**src/rtl/bpm_pkg.sv**
```systemverilog
// ----------------------------------------------------------------------------
// bpm_pkg: shared types and constants for the bus poll master
// Item layouts, reply and poll codes, register indexes and default sizes.
// ----------------------------------------------------------------------------
package bpm_pkg;

	// Default sizing
	localparam int NUM_POINTS_DEF = 5;
	localparam int MISS_LIMIT_DEF = 5;

	// Field widths of the item layouts, miss counters and config index
	localparam int TIME_W  = 32;
	localparam int MISS_W  = 3;
	localparam int FAULT_W = 8;
	localparam int ALARM_W = 16;
	localparam int CFG_IDX_W = 1;

	// Register reset values
	localparam logic [TIME_W-1:0] TIMEOUT_RST  = 32'd100;
	localparam logic [TIME_W-1:0] INTERVAL_RST = 32'd20;

	// Configuration register indexes
	localparam logic [CFG_IDX_W-1:0] CFG_REPLY_TIMEOUT = 1'd0;
	localparam logic [CFG_IDX_W-1:0] CFG_POLL_INTERVAL = 1'd1;

	// Reply classification
	localparam logic [1:0] KIND_NONE     = 2'd0;
	localparam logic [1:0] KIND_BAD      = 2'd1;
	localparam logic [1:0] KIND_NO_TOKEN = 2'd2;
	localparam logic [1:0] KIND_TOKEN    = 2'd3;

	// Reply sender type
	localparam logic [1:0] SRC_OTHER = 2'd0;
	localparam logic [1:0] SRC_POINT = 2'd1;
	localparam logic [1:0] SRC_VOICE = 2'd2;

	// What was polled (also the poll request code)
	typedef enum logic [1:0] {
		PK_NONE  = 2'd0,
		PK_POINT = 2'd1,
		PK_VOICE = 2'd2
	} poll_kind_t;

	typedef struct packed {
		logic [TIME_W-1:0] now;
		logic [1:0]        reply_kind;
		logic [1:0]        reply_source;
		logic [3:0]        reply_node;
		logic [1:0]        reply_alarm;
		logic              update_lock;
	} in_t;

	typedef struct packed {
		logic [1:0]         poll_request;
		logic [3:0]         poll_target;
		logic [FAULT_W-1:0] fault_mask;
		logic [ALARM_W-1:0] alarm_mask;
		logic [3:0]         lost_count;
		logic               any_alarm;
	} out_t;

endpackage

```
**src/rtl/bus_poll_master_with_retry.sv**
```systemverilog
// ----------------------------------------------------------------------------
// bus_poll_master_with_retry: token polling master with per-point retry
// Polls help points round robin and the voice unit every third round, tracks
// alarms, misses and lost points from classified replies.
// ----------------------------------------------------------------------------
// Usage:
//  - in channel (in_valid/in_ready/in_data): one service call per item, with
//    the current tick and at most one deframed, classified reply.
//  - out channel (out_valid/out_ready/out_data): exactly one result per item,
//    in order: the poll issued by that call and the updated status masks.
//  - cfg channel (cfg_valid/cfg_ready/cfg_index/cfg_data): writes the reply
//    timeout (index 0) or the poll interval (index 1); always ready. Write it
//    only while no item is in flight.
//  - An accepted item passes the input register, then the result register.
//  - Throughput: one item per cycle while out_ready is high, set by the input
//    register feeding one compare and mask pass into the result register.
//  - When out_ready is low the result register holds and the input register
//    keeps one more item; in_ready then drops until the result is taken.
//  - Reset: idle, point one current, nothing polled, all counts and masks
//    clear, timeout 100 and interval 20 ticks.
// ----------------------------------------------------------------------------
module bus_poll_master_with_retry #(
	parameter int NUM_POINTS = bpm_pkg::NUM_POINTS_DEF,
	parameter int MISS_LIMIT = bpm_pkg::MISS_LIMIT_DEF
) (
	input  logic                               clk,
	input  logic                               arst_n,
	input  logic                               in_valid,
	output logic                               in_ready,
	input  bpm_pkg::in_t                       in_data,
	output logic                               out_valid,
	input  logic                               out_ready,
	output bpm_pkg::out_t                      out_data,
	input  logic                               cfg_valid,
	output logic                               cfg_ready,
	input  logic [bpm_pkg::CFG_IDX_W-1:0]      cfg_index,
	input  logic [bpm_pkg::TIME_W-1:0]         cfg_data
);
	import bpm_pkg::*;

	localparam int SLOT_W = (NUM_POINTS > 1) ? $clog2(NUM_POINTS) : 1;
	localparam logic [4:0] NUM_PT = 5'(NUM_POINTS);
	localparam logic [3:0] LIMIT  = 4'(MISS_LIMIT);

	// Registers
	logic               valid_s1;
	in_t                in_s1;
	logic               out_valid_q;
	out_t               out_q;
	logic [TIME_W-1:0]  timeout_q;
	logic [TIME_W-1:0]  interval_q;
	logic               waiting_q;
	logic [TIME_W-1:0]  mark_q;
	logic [3:0]         cur_pt_q;
	poll_kind_t         pk_q;
	logic [7:0]         round_q;
	logic [1:0]         rmod3_q;
	logic [MISS_W-1:0]  miss_q [NUM_POINTS];
	logic [FAULT_W-1:0] fault_q;
	logic [ALARM_W-1:0] alarm_q;

	// Next-state signals
	logic               advance;
	logic [SLOT_W-1:0]  slot;
	logic               done;
	logic [TIME_W-1:0]  elapsed;
	logic [4:0]         next_pt;
	logic [3:0]         miss_inc;
	logic               miss_we;
	logic [MISS_W-1:0]  miss_wd;
	logic               n_waiting;
	logic [TIME_W-1:0]  n_mark;
	logic [3:0]         n_cur_pt;
	poll_kind_t         n_pk;
	logic [7:0]         n_round;
	logic [1:0]         n_rmod3;
	logic [FAULT_W-1:0] n_fault;
	logic [ALARM_W-1:0] n_alarm;
	out_t               n_out;

	// Handshakes
	assign advance   = valid_s1 && (!out_valid_q || out_ready);
	assign in_ready  = !valid_s1 || advance;
	assign cfg_ready = 1'b1;
	assign out_valid = out_valid_q;
	assign out_data  = out_q;

	// Map the current point to its slot, falling back to point one
	always_comb begin
		if (cur_pt_q >= 4'd1 && 5'(cur_pt_q) <= NUM_PT) begin
			slot = SLOT_W'(cur_pt_q - 4'd1);
		end else begin
			slot = '0;
		end
	end

	// Compute the next state and the result for the registered item
	always_comb begin
		n_waiting = waiting_q;
		n_mark    = mark_q;
		n_cur_pt  = cur_pt_q;
		n_pk      = pk_q;
		n_round   = round_q;
		n_rmod3   = rmod3_q;
		n_fault   = fault_q;
		n_alarm   = alarm_q;
		miss_we   = 1'b0;
		miss_wd   = miss_q[slot];
		miss_inc  = 4'(miss_q[slot]) + 4'd1;
		done      = 1'b0;
		next_pt   = 5'(cur_pt_q) + 5'd1;
		n_out     = '0;
		if (waiting_q) begin
			// A token return from the current point or the voice unit ends the wait
			if (in_s1.reply_kind == KIND_TOKEN) begin
				if (in_s1.reply_source == SRC_POINT && in_s1.reply_node == cur_pt_q) begin
					n_alarm[{slot, 1'b0} +: 2] = in_s1.reply_alarm;
					done = 1'b1;
				end
				if (in_s1.reply_source == SRC_VOICE) begin
					done = 1'b1;
				end
			end
			if (done && pk_q == PK_POINT) begin
				miss_we   = 1'b1;
				miss_wd   = '0;
				n_fault[slot] = 1'b0;
				n_mark    = in_s1.now;
				n_waiting = 1'b0;
			end else if (done && pk_q == PK_VOICE) begin
				n_mark    = in_s1.now;
				n_waiting = 1'b0;
			end
			// On timeout end the wait; count a miss for a help point poll
			elapsed = in_s1.now - n_mark;
			if (elapsed > timeout_q) begin
				n_waiting = 1'b0;
				if (pk_q == PK_POINT) begin
					miss_we = 1'b1;
					if (miss_inc >= LIMIT) begin
						miss_wd = MISS_W'(LIMIT);
						n_fault[slot] = 1'b1;
						n_alarm[{slot, 1'b0} +: 2] = 2'b00;
						n_mark = in_s1.now;
					end else begin
						miss_wd = MISS_W'(miss_inc);
					end
				end else if (pk_q == PK_VOICE) begin
					n_mark = in_s1.now;
				end
			end
		end else begin
			// Start a poll once the interval has passed and updates are not locked
			elapsed = in_s1.now - mark_q;
			if (elapsed > interval_q && !in_s1.update_lock) begin
				if (rmod3_q == 2'd1) begin
					n_pk = PK_VOICE;
					n_out.poll_request = PK_VOICE;
				end else begin
					if (next_pt > NUM_PT || next_pt < 5'd1) begin
						next_pt = 5'd1;
					end
					n_cur_pt = next_pt[3:0];
					n_pk     = PK_POINT;
					n_out.poll_request = PK_POINT;
					n_out.poll_target  = next_pt[3:0];
				end
				n_mark    = in_s1.now;
				n_waiting = 1'b1;
				n_round   = round_q + 8'd1;
				n_rmod3   = (round_q == 8'hFF || rmod3_q == 2'd2) ? 2'd0 : rmod3_q + 2'd1;
			end
		end
		// Status outputs from the updated masks
		n_out.fault_mask = n_fault;
		n_out.alarm_mask = n_alarm;
		for (int i = 0; i < NUM_POINTS; i++) begin
			n_out.lost_count = n_out.lost_count + 4'(n_fault[i]);
			n_out.any_alarm  = n_out.any_alarm | n_alarm[2*i];
		end
	end

	// Input register
	always_ff @(posedge clk or negedge arst_n) begin
		if (!arst_n) begin
			valid_s1 <= 1'b0;
		end else if (in_ready) begin
			valid_s1 <= in_valid;
		end
	end

	always_ff @(posedge clk) begin
		if (in_valid && in_ready) begin
			in_s1 <= in_data;
		end
	end

	// Result register
	always_ff @(posedge clk or negedge arst_n) begin
		if (!arst_n) begin
			out_valid_q <= 1'b0;
		end else if (advance) begin
			out_valid_q <= 1'b1;
		end else if (out_ready) begin
			out_valid_q <= 1'b0;
		end
	end

	always_ff @(posedge clk) begin
		if (advance) begin
			out_q <= n_out;
		end
	end

	// Configuration registers
	always_ff @(posedge clk or negedge arst_n) begin
		if (!arst_n) begin
			timeout_q  <= TIMEOUT_RST;
			interval_q <= INTERVAL_RST;
		end else if (cfg_valid && cfg_ready) begin
			case (cfg_index)
				CFG_REPLY_TIMEOUT: timeout_q  <= cfg_data;
				CFG_POLL_INTERVAL: interval_q <= cfg_data;
				default: ;
			endcase
		end
	end

	// Poll state, advanced once per processed item
	always_ff @(posedge clk or negedge arst_n) begin
		if (!arst_n) begin
			waiting_q <= 1'b0;
			mark_q    <= '0;
			cur_pt_q  <= 4'd1;
			pk_q      <= PK_NONE;
			round_q   <= '0;
			rmod3_q   <= '0;
			fault_q   <= '0;
			alarm_q   <= '0;
			for (int i = 0; i < NUM_POINTS; i++) begin
				miss_q[i] <= '0;
			end
		end else if (advance) begin
			waiting_q <= n_waiting;
			mark_q    <= n_mark;
			cur_pt_q  <= n_cur_pt;
			pk_q      <= n_pk;
			round_q   <= n_round;
			rmod3_q   <= n_rmod3;
			fault_q   <= n_fault;
			alarm_q   <= n_alarm;
			if (miss_we) begin
				miss_q[slot] <= miss_wd;
			end
		end
	end

	// Checks
	a_target_only_on_point: assert property (@(posedge clk) disable iff (!arst_n)
		out_valid_q && out_q.poll_request != PK_POINT |-> out_q.poll_target == 4'd0)
		else $error("poll target set without a help point poll");

	a_lost_bounded: assert property (@(posedge clk) disable iff (!arst_n)
		out_valid_q |-> 5'(out_q.lost_count) <= NUM_PT)
		else $error("lost count exceeds number of points");

	a_wait_has_kind: assert property (@(posedge clk) disable iff (!arst_n)
		$rose(waiting_q) |-> pk_q != PK_NONE)
		else $error("waiting started with nothing polled");

	a_fault_in_range: assert property (@(posedge clk) disable iff (!arst_n)
		(fault_q >> NUM_POINTS) == '0)
		else $error("fault bit set beyond last point");

	a_poll_rate: assert property (@(posedge clk) disable iff (!arst_n)
		advance && n_out.poll_request != PK_NONE |=> waiting_q)
		else $error("poll issued without waiting for a reply");

endmodule
```
**config.mk**
```make
export PLATFORM = sky130hd
export DESIGN_NAME = bus_poll_master_with_retry
export DESIGN_NICKNAME = d
export VERILOG_FILES = /design/src/rtl/bpm_pkg.sv /design/src/rtl/bus_poll_master_with_retry.sv
export SDC_FILE = /design/constraint.sdc
export NUM_CORES = 1
export LEC_CHECK = 0
export ABC_AREA = 1
export CORE_MARGIN = 5
export CORE_UTILIZATION = 44
export DETAILED_ROUTE_END_ITERATION = 6
export DONT_BUFFER_PORTS = 1
export HOLD_SLACK_MARGIN = 0.06
export SETUP_SLACK_MARGIN = 0.3
export SLEW_MARGIN = 0
export SYNTH_ARGS = -nofsm -noshare
export SYNTH_HDL_FRONTEND = slang
export SYNTH_SLANG_ARGS = --single-unit
```
**constraint.sdc**
```tcl
create_clock -name clk -period 6.35 [get_ports clk]
set_input_delay 0.9525 -clock clk [delete_from_list [all_inputs] [get_ports clk]]
set_output_delay 0.9525 -clock clk [all_outputs]
set_load 0.01 [all_outputs]
```
# After elaboration in Yosys (flattened, before gate mapping)
# Index checks and enable logic that the tools add are counted.
# W data, S select, Z words.
# op_classes
reduce_logical	26
eq_ne	9
order_cmp	11
muxes	56
bitwise	12
n_shift	3
n_addsub	12
# ops
op	n
$mux W32	9
$mux W16	7
$gt A32 B32 Y1	2
$sub A32 B32 Y32	2
$mux W8	6
$bwmux W16	2
$mux W3	9
$mux W1	16
$shift A2 B6 Y16 const A	1
$shiftx A2 B6 Y16	1
$shiftx A2 B6 Y16 const A	1
$bwmux W15	1
$bmux W3 S3	1
$demux W3 S3	1
$logic_and A1 B1 Y1	9
$add A8 B1 Y8 const B	1
$and A8 B8 Y8	1
$eq A2 B2 Y1 const B	4
$eq A8 B8 Y1 const B	1
$not A8 Y8	1
$or A8 B8 Y8	1
$reduce_and A2 Y1	4
$eq A2 B1 Y1 const B	3
$neg A4 Y6	1
other kinds (31)	44
# totals
wordCells	158
out_inout_bits	38
regBits	232

# Longest topological paths before layout
# Gate-level depths: netlist of run 1.
# depth
ltp_word	20
mapped_depth	41
depth_no_buf	38

# Worst setup path before layout of run 1
# Ideal clock, no wire load.
# synth_timing
kind	reg2reg
startpoint	register cur_pt_q[0]
endpoint	register out_q, in the netlist out_data[2] (data pin)
required_time_ns	6.089
t_arrival_ns	5.514
path_slack_ns	0.575
stages_incl_launch_ff	34
cell_sequence	dfstp_2 > inv_2 > nand2_1 > nand2_1 > nor2_1 > nand3_2 > nand2_4 > nand2_4 > buf_4 > clkbuf_1 > o21ai_1 > ha_1 > a21oi_1 > o21ai_0 > a21oi_1 > nor2_1 > a211oi_1 > nand2_1 > nand2_1 > nand2_1 > ha_1 > nand2_1 > nor2_1 > nand2_1 > nor4_1 > nand2_1 > a21boi_2 > nand2_1 > o21ai_1 > inv_1 > fa_1 > inv_1 > fa_1 > ha_1
# synth_lines
item	line_no	rtl
start, declared	bus_poll_master_with_retry.sv:54	logic [3:0] cur_pt_q;
start signal, assigned	bus_poll_master_with_retry.sv:246	cur_pt_q <= n_cur_pt;
end signal, assigned	bus_poll_master_with_retry.sv:211	out_q <= n_out;
end, declared	bus_poll_master_with_retry.sv:49	out_t out_q;

==> run_results.csv, run 1 <==
group,metric,value,unit
status,outcome,"completed",
timing,drv_slew,0,
setup_path,cp-startpoint,"cur_pt_q[0]",
routing,drtAntennaViolNets,0,
setup_path,crit_arrival,6.18,ns
clock_tree,worstSkewPairLatency,0.57,ns
global_route,grt_pass1_vias,13900,
setup_path,crit-reg2reg-launch,"cur_pt_q[0]",
clock_tree,clock-sinks,231,
timing,setup_slack,0.476,ns
synth,syn-cell-area,0.0167,sq mm
min_path,hold_path_class,"in -> async",
timing,clock.fmax,170,MHz
timing,rsz0062_at_grt,"true",
setup_path,crit_fanout,8,
synth,yosysSeqAreaShare,37.0,%
setup_path,end_kind,"flip-flop",
global_route,grt_max_degree,155,
final_layout,final_cells,2831,
routing,via_per_inst,5.24,
power,p_per_area,523,mW/mm^2
routing,drc,0,
final_layout,nets,2518,
setup_path,start_kind,"flip-flop",
setup_path,cp.required,6.65,ns
placement,gp_congestion,0.977,
synth,synth_cell_types,55,
clock_tree,cts_root_buf,"clkbuf_16",
placement,dp_slack,-0.0195,ns
global_route,grt_usage,22.0,%
setup_path,critPathMaxStageDelay,0.55,ns
final_layout,fillers,3757,
routing,first_iter_violations,969,
global_route,antenna_found_initial,2,
synth,synth_edf_count,77,
timing,maxSlewHeadroom,24.3,%
routing,num_vias,14836,
power,finalPower,9.70,mW
setup_path,cpMaxStageDelayCell,"fa_1",
synth,yosys.area.top_type,"dfrtp_1",
timing,final.setup_skew,0.0224,ns
final_layout,synthToLayoutAreaGrowth,11.2,%
floorplanning,die_area,0.0419,sq mm
synth,synth_top_flop_cell,"dfrtp_1",
setup_path,crit_type,"reg -> reg",
flow_run,cap_violations,0,
timing,setup_violations,0,
timing,hold_viol_final,0,
clock_tree,tritoncts,"built",
floorplanning,initial_utilization,44.4,%
placement,io_buffers,0,
routing,wl_per_cell,16.8,um
synth,ys_ff_latch,231,
timing,fin_crit_sh,92.5,%
synth,async_flop_share,66.7,%
global_route,grt.overflow.total,0,
timing,fin_crit,5.87,ns
placement,dp_hpwl,35200,um
final_layout,drive_gt1_share,8.89,%
floorplanning,coreArea,0.0376,sq mm
placement,dp_cells,2771,
synth,synth_area_leaders,"dfrtp_1 22%, nand2_1 15%, edfxtp_1 14%, ha_1 10%, inv_1 7.6%",
routing,drt_wl_total,47500,um
synth,syn_area_per_cell,7.26,sq um
synth,yosysWarnings,0,
clock_tree,cts_htree_levels,1,
synth,syn_inst,2299,
synth,synth_top_cell_area_share,22.2,%
floorplanning,row_count,71,
routing,drt_first_pass_iters,5,
timing,worst_pin_slew,1.13,ns
clock_tree,clkTransAtPathRegs,0.06,ns
floorplanning,io_pins,119,
power,p_leak,8.99,nW
setup_path,cpMostUsedCell,"nand2_1",
setup_path,critPathTopFamily,"adder cells",
global_route,grt_pass1_wl,74600,um
setup_path,worst-path-buf-inv,7,
floorplanning,die_width,205,um
clock_tree,cts_max_path_buffers,3,
clock_tree,postCtsHoldBufs,0,
clock_tree,numCtsBuffers,27,
setup_path,reg2reg_slack,0.48,ns
floorplanning,die_y,205,um
power,max-vdd-ir-drop,0.301,mV
cell usage in the layout, fill, tap and decap left out, types with 6 or more instances in the layout:
cell and count:
nand2_1 649, inv_1 336, nor2_1 152, dfrtp_1 147, o21ai_0 146, ha_1 128, a21oi_1 107, nand3_1 105
edfxtp_1 77, o21ai_1 67, nand4_1 46, xor2_1 39, clkbuf_16 28, buf_4 28, nor3_1 25, o21ai_2 21
a21oi_2 18, nand2_2 14, xnor2_1 14, a31oi_1 14, inv_2 12, nor2_2 12, nand3_2 11, nor4_1 9
clkinv_2 8, dfstp_2 6
synth_stat cells, types with 7 or more instances:
library cell / count
nor2_1: 159
nand2_2: 9
a211oi_1: 7
o21ai_0: 160
nand2_1: 654
edfxtp_1: 77
o21ai_1: 71
inv_2: 9
buf_4: 7
nor4_1: 12
ha_1: 136
nand3_2: 10
dfrtp_1: 148
nand4_1: 46
inv_1: 340
a21oi_1: 123
nor3_1: 28
nand3_1: 106
a31oi_1: 14
clkbuf_1: 44
xnor2_1: 14
xor2_1: 39
where the power goes:
group,internal (mW),total (mW),leakage [nW],switching [mW]
clock,0.944,1.58,0.451,0.638
combinational,2.06,6.03,5.87,3.97
sequential,1.90,2.09,2.67,0.197
total,4.90,9.70,8.99,4.81
routing by layer:
| layer | wire length [um] | GRT usage (%) |
|---|---|---|
| met5 | 0 | 0 |
| met2 | 22200 | 36.7 |
| met1 | 21800 | 30.7 |
| met4 | 1150 | 5.48 |
| met3 | 2250 | 2.52 |
per-stage QoR:
stage	hold WS (ns)	area [sq um]	setup TNS [ns]	utilization (%)
global route	0.0678	18600	0	49.4
detailed placement	0.459	17200	-0.0195	45.9
CTS	0.0660	18200	0	48.4
floorplan	0.442	16700	0	-
global placement	0.454	17200	0	45.9
finish	0.0976	18600	0	49.4
final cells by class:
class                   count  area (sq um)  area share, %
multi-input cells        1652          9200           49.6
flip-flops and latches    231          6170           33.3
inverters                 352          1330           7.14
clock buffers              34           742           4.00
well taps                 511           639           3.45
repair buffers             33           310           1.67
clock inverters            15           155          0.836
repair inverters            1          7.51         0.0405
diodes                      2          5.00         0.0270
sequential cells by signal (all words and copies together) (netlist names):
signal,flops
timeout_q,32
valid_s1,1
waiting_q,1
pk_q,2
out_data,34
miss_q,15
interval_q,32
mark_q,32
round_q,8
alarm_q,16
cur_pt_q,4
out_valid,1
fault_q,8
in_s1,43
rmod3_q,2
kinds of logic (layout without fill, tap and decap cells):
| group | after synthesis | count (layout) | synth area share [%] |
|---|---|---|---|
| simple gates | 1041 | 1043 | 26.3 |
| buf+inv | 419 | 435 | 9.83 |
| mux | 3 | 3 | 0.187 |
| xor+xnor | 53 | 53 | 2.78 |
| compound gates | 411 | 411 | 13.3 |
| other cells | 2 | 5 | 0.0450 |
| flops | 231 | 231 | 37.0 |
| fa+ha+maj | 139 | 139 | 10.6 |
final timing paths:
check | cells past startpoint | to
setup / recovery | 36 | out_data[2]
hold / removal | 0 | timeout_q[18]
setup reg to reg | 36 | out_data[2]
hold reg to reg | 2 | miss_q[1]
max in group asynchronous | 0 | waiting_q
min in group clk | 0 | in_s1[24]
what timing repair did:
action	in CTS	in global routing
setup buffers	0	5
endpoints found under the setup margin	3	46
cloned	0	4
gates resized for setup	8	82
pin swaps	0	2
Note: power is estimated with default switching activity, not from simulation.
==> inputs of run 2 (changes only) <==
--- a/config.mk
+++ b/config.mk
@@ -10,6 +10,7 @@
 export CORE_UTILIZATION = 44
 export DETAILED_ROUTE_END_ITERATION = 6
 export DONT_BUFFER_PORTS = 1
+export GPL_ROUTABILITY_DRIVEN = 0
 export HOLD_SLACK_MARGIN = 0.06
 export SETUP_SLACK_MARGIN = 0.3
 export SLEW_MARGIN = 0
==> constraint.sdc (replaced) <==
create_clock -name clk -period 6.35 [get_ports clk]
set_input_delay 0.9525 -clock clk [delete_from_list [all_inputs] [get_ports clk]]
set_output_delay 0.9525 -clock clk [all_outputs]
set_load 0.02 [all_outputs]
==> run_results.csv, run 2 (synthesis gave the netlist of run 1 again) <==
group,metric,value,unit
status,outcome,"completed",
placement,placed_cell_area,0.0172,sq mm
clock_tree,numCtsBuffers,27,
final_layout,synthToLayoutAreaGrowth,14.4,%
setup_path,reg2reg_slack,0.41,ns
timing,final.setup_skew,0.0252,ns
setup_path,cpMaxStageDelayCell,"dfstp_2",
clock_tree,tritoncts,"built",
global_route,grt_usage,21.5,%
clock_tree,cts_root_buf,"clkbuf_16",
placement,io_buffers,0,
final_layout,regMostFlops,"in_s1",
clock_tree,cts_max_path_buffers,3,
setup_path,crit_fanout,8,
timing,maxSlewHeadroom,24.4,%
final_layout,fin_util,50.8,%
setup_path,cpMostUsedCell,"nand2_1",
timing,hold_viol_final,0,
global_route,grt_pass1_wl,73700,um
routing,drt_first_pass_iters,6,
timing,setup_violations,0,
final_layout,fin_area,0.0191,sq mm
final_layout,fillers,3615,
power,p_per_area,520,mW/mm^2
setup_path,worst-path-buf-inv,8,
routing,via_per_inst,5.33,
floorplanning,die_width,205,um
final_layout,mostFrequentLayoutCells,"631 x nand2_1, 330 x inv_1, 147 x dfrtp_1",
power,max-vdd-ir-drop,0.312,mV
routing,first_iter_violations,1312,
setup_path,critPathMaxStageDelay,0.56,ns
floorplanning,io_pins,119,
timing,fin_crit,5.94,ns
global_route,grt_max_degree,155,
timing,clock.fmax,168,MHz
floorplanning,die_y,205,um
clock_tree,clkTransAtPathRegs,0.06,ns
power,finalPower,9.93,mW
setup_path,start_kind,"flip-flop",
placement,dp_hpwl,34300,um
clock_tree,clock-sinks,231,
timing,fin_crit_sh,93.5,%
setup_path,worstRegToRegCells,32,
timing,tns,0,ns
setup_path,cp.required,6.65,ns
clock_tree,cts_htree_levels,1,
final_layout,nets,2542,
floorplanning,initial_utilization,44.4,%
routing,drt_wl_total,47600,um
floorplanning,coreArea,0.0376,sq mm
min_path,hold_path_class,"in -> async",
final_layout,mostFrequentLayoutCell,"nand2_1",
setup_path,crit-reg2reg-launch,"cur_pt_q[0]",
power,p_leak,9.14,nW
setup_path,end_kind,"flip-flop",
floorplanning,die_area,0.0419,sq mm
timing,worst_pin_slew,1.13,ns
timing,drv_slew,0,
global_route,antenna_found_initial,2,
clock_tree,worstSkewPairLatency,0.56,ns
flow_run,cap_violations,0,
global_route,grt.overflow.total,0,
routing,wl_per_cell,16.7,um
routing,drtAntennaViolNets,0,
floorplanning,row_count,71,
setup_path,crit_arrival,6.24,ns
setup_path,critPathTopFamily,"simple AND/OR/NAND/NOR gates",
final_layout,largest_register_ffs,43,
routing,drc,0,
routing,num_vias,15208,
final_layout,drive_gt1_share,12.3,%
global_route,grt_pass1_vias,13981,
setup_path,r2r-end,"out_data[1]",
timing,rsz0062_at_grt,"true",
setup_path,crit_type,"reg -> reg",
[run 2: worst max-delay path by stage]
stage	from	end	slack [ns]	cells past startpoint
final	cur_pt_q[0]	out_data[1]	0.41	32
after global routing	cur_pt_q[0]	out_data[1]	0.16	36
after CTS	cur_pt_q[2]	out_data[2]	0.34	34
after detailed placement	cur_pt_q[0]	out_data[2]	-0.07	31
after global placement	cur_pt_q[0]	out_data[2]	0.002	34
after floorplan	cur_pt_q[0]	out_data[2]	0.57	33
[run 2: cell type report]
class,count,area [sq um],area share (%)
Clock buffer,39,813,4.26
Antenna cell,1,2.50,0.0131
Timing Repair inverter,1,7.51,0.0393
Clock inverter,11,87.6,0.459
Inverter,352,1330,6.96
Timing Repair Buffer,56,536,2.81
Sequential cell,231,6170,32.4
Multi-Input combinational cell,1653,9490,49.8
Tap cell,511,639,3.35
[run 2: timing repair]
action                     in CTS  in global routing
pin swaps                       5                 29
setup endpoints to repair      24                 82
hold buffers                    0                  0
resized for setup              23                145
buffers inserted                4                 27
cloned                          1                  8
[run 2: routing by layer]
layer	vias up	global-route usage [%]	routed length (um)	share of wire, %
met1	7070	29.7	21000	44
met2	507	35.5	22200	47
li1	7542	-	-	-
met3	87	3.39	3100	6.5
met4	2	5.72	1320	2.8
met5	-	0	11	0.023
[run 2: where the power goes]
part	switching, mW	leakage, nW	total, mW	internal [mW]
Sequential	0.238	2.67	2.14	1.90
Clock	0.631	0.443	1.56	0.929
Combinational	4.06	6.03	6.23	2.17
Total	4.93	9.14	9.93	5.00
[run 2: metrics by stage]
| stage | setup WS (ns) | hold slack (ns) | instances |
|---|---|---|---|
| 5_1_grt | 0.161 | 0.0660 | 2855 |
| 4_1_cts | 0.337 | 0.0638 | 2819 |
| 6_report | 0.411 | 0.0983 | 2855 |
| 2_1_floorplan | 0.575 | 0.442 | 2300 |
| 3_3_place_gp | 0.00216 | 0.457 | 2764 |
| 3_5_place_dp | -0.0691 | 0.466 | 2764 |
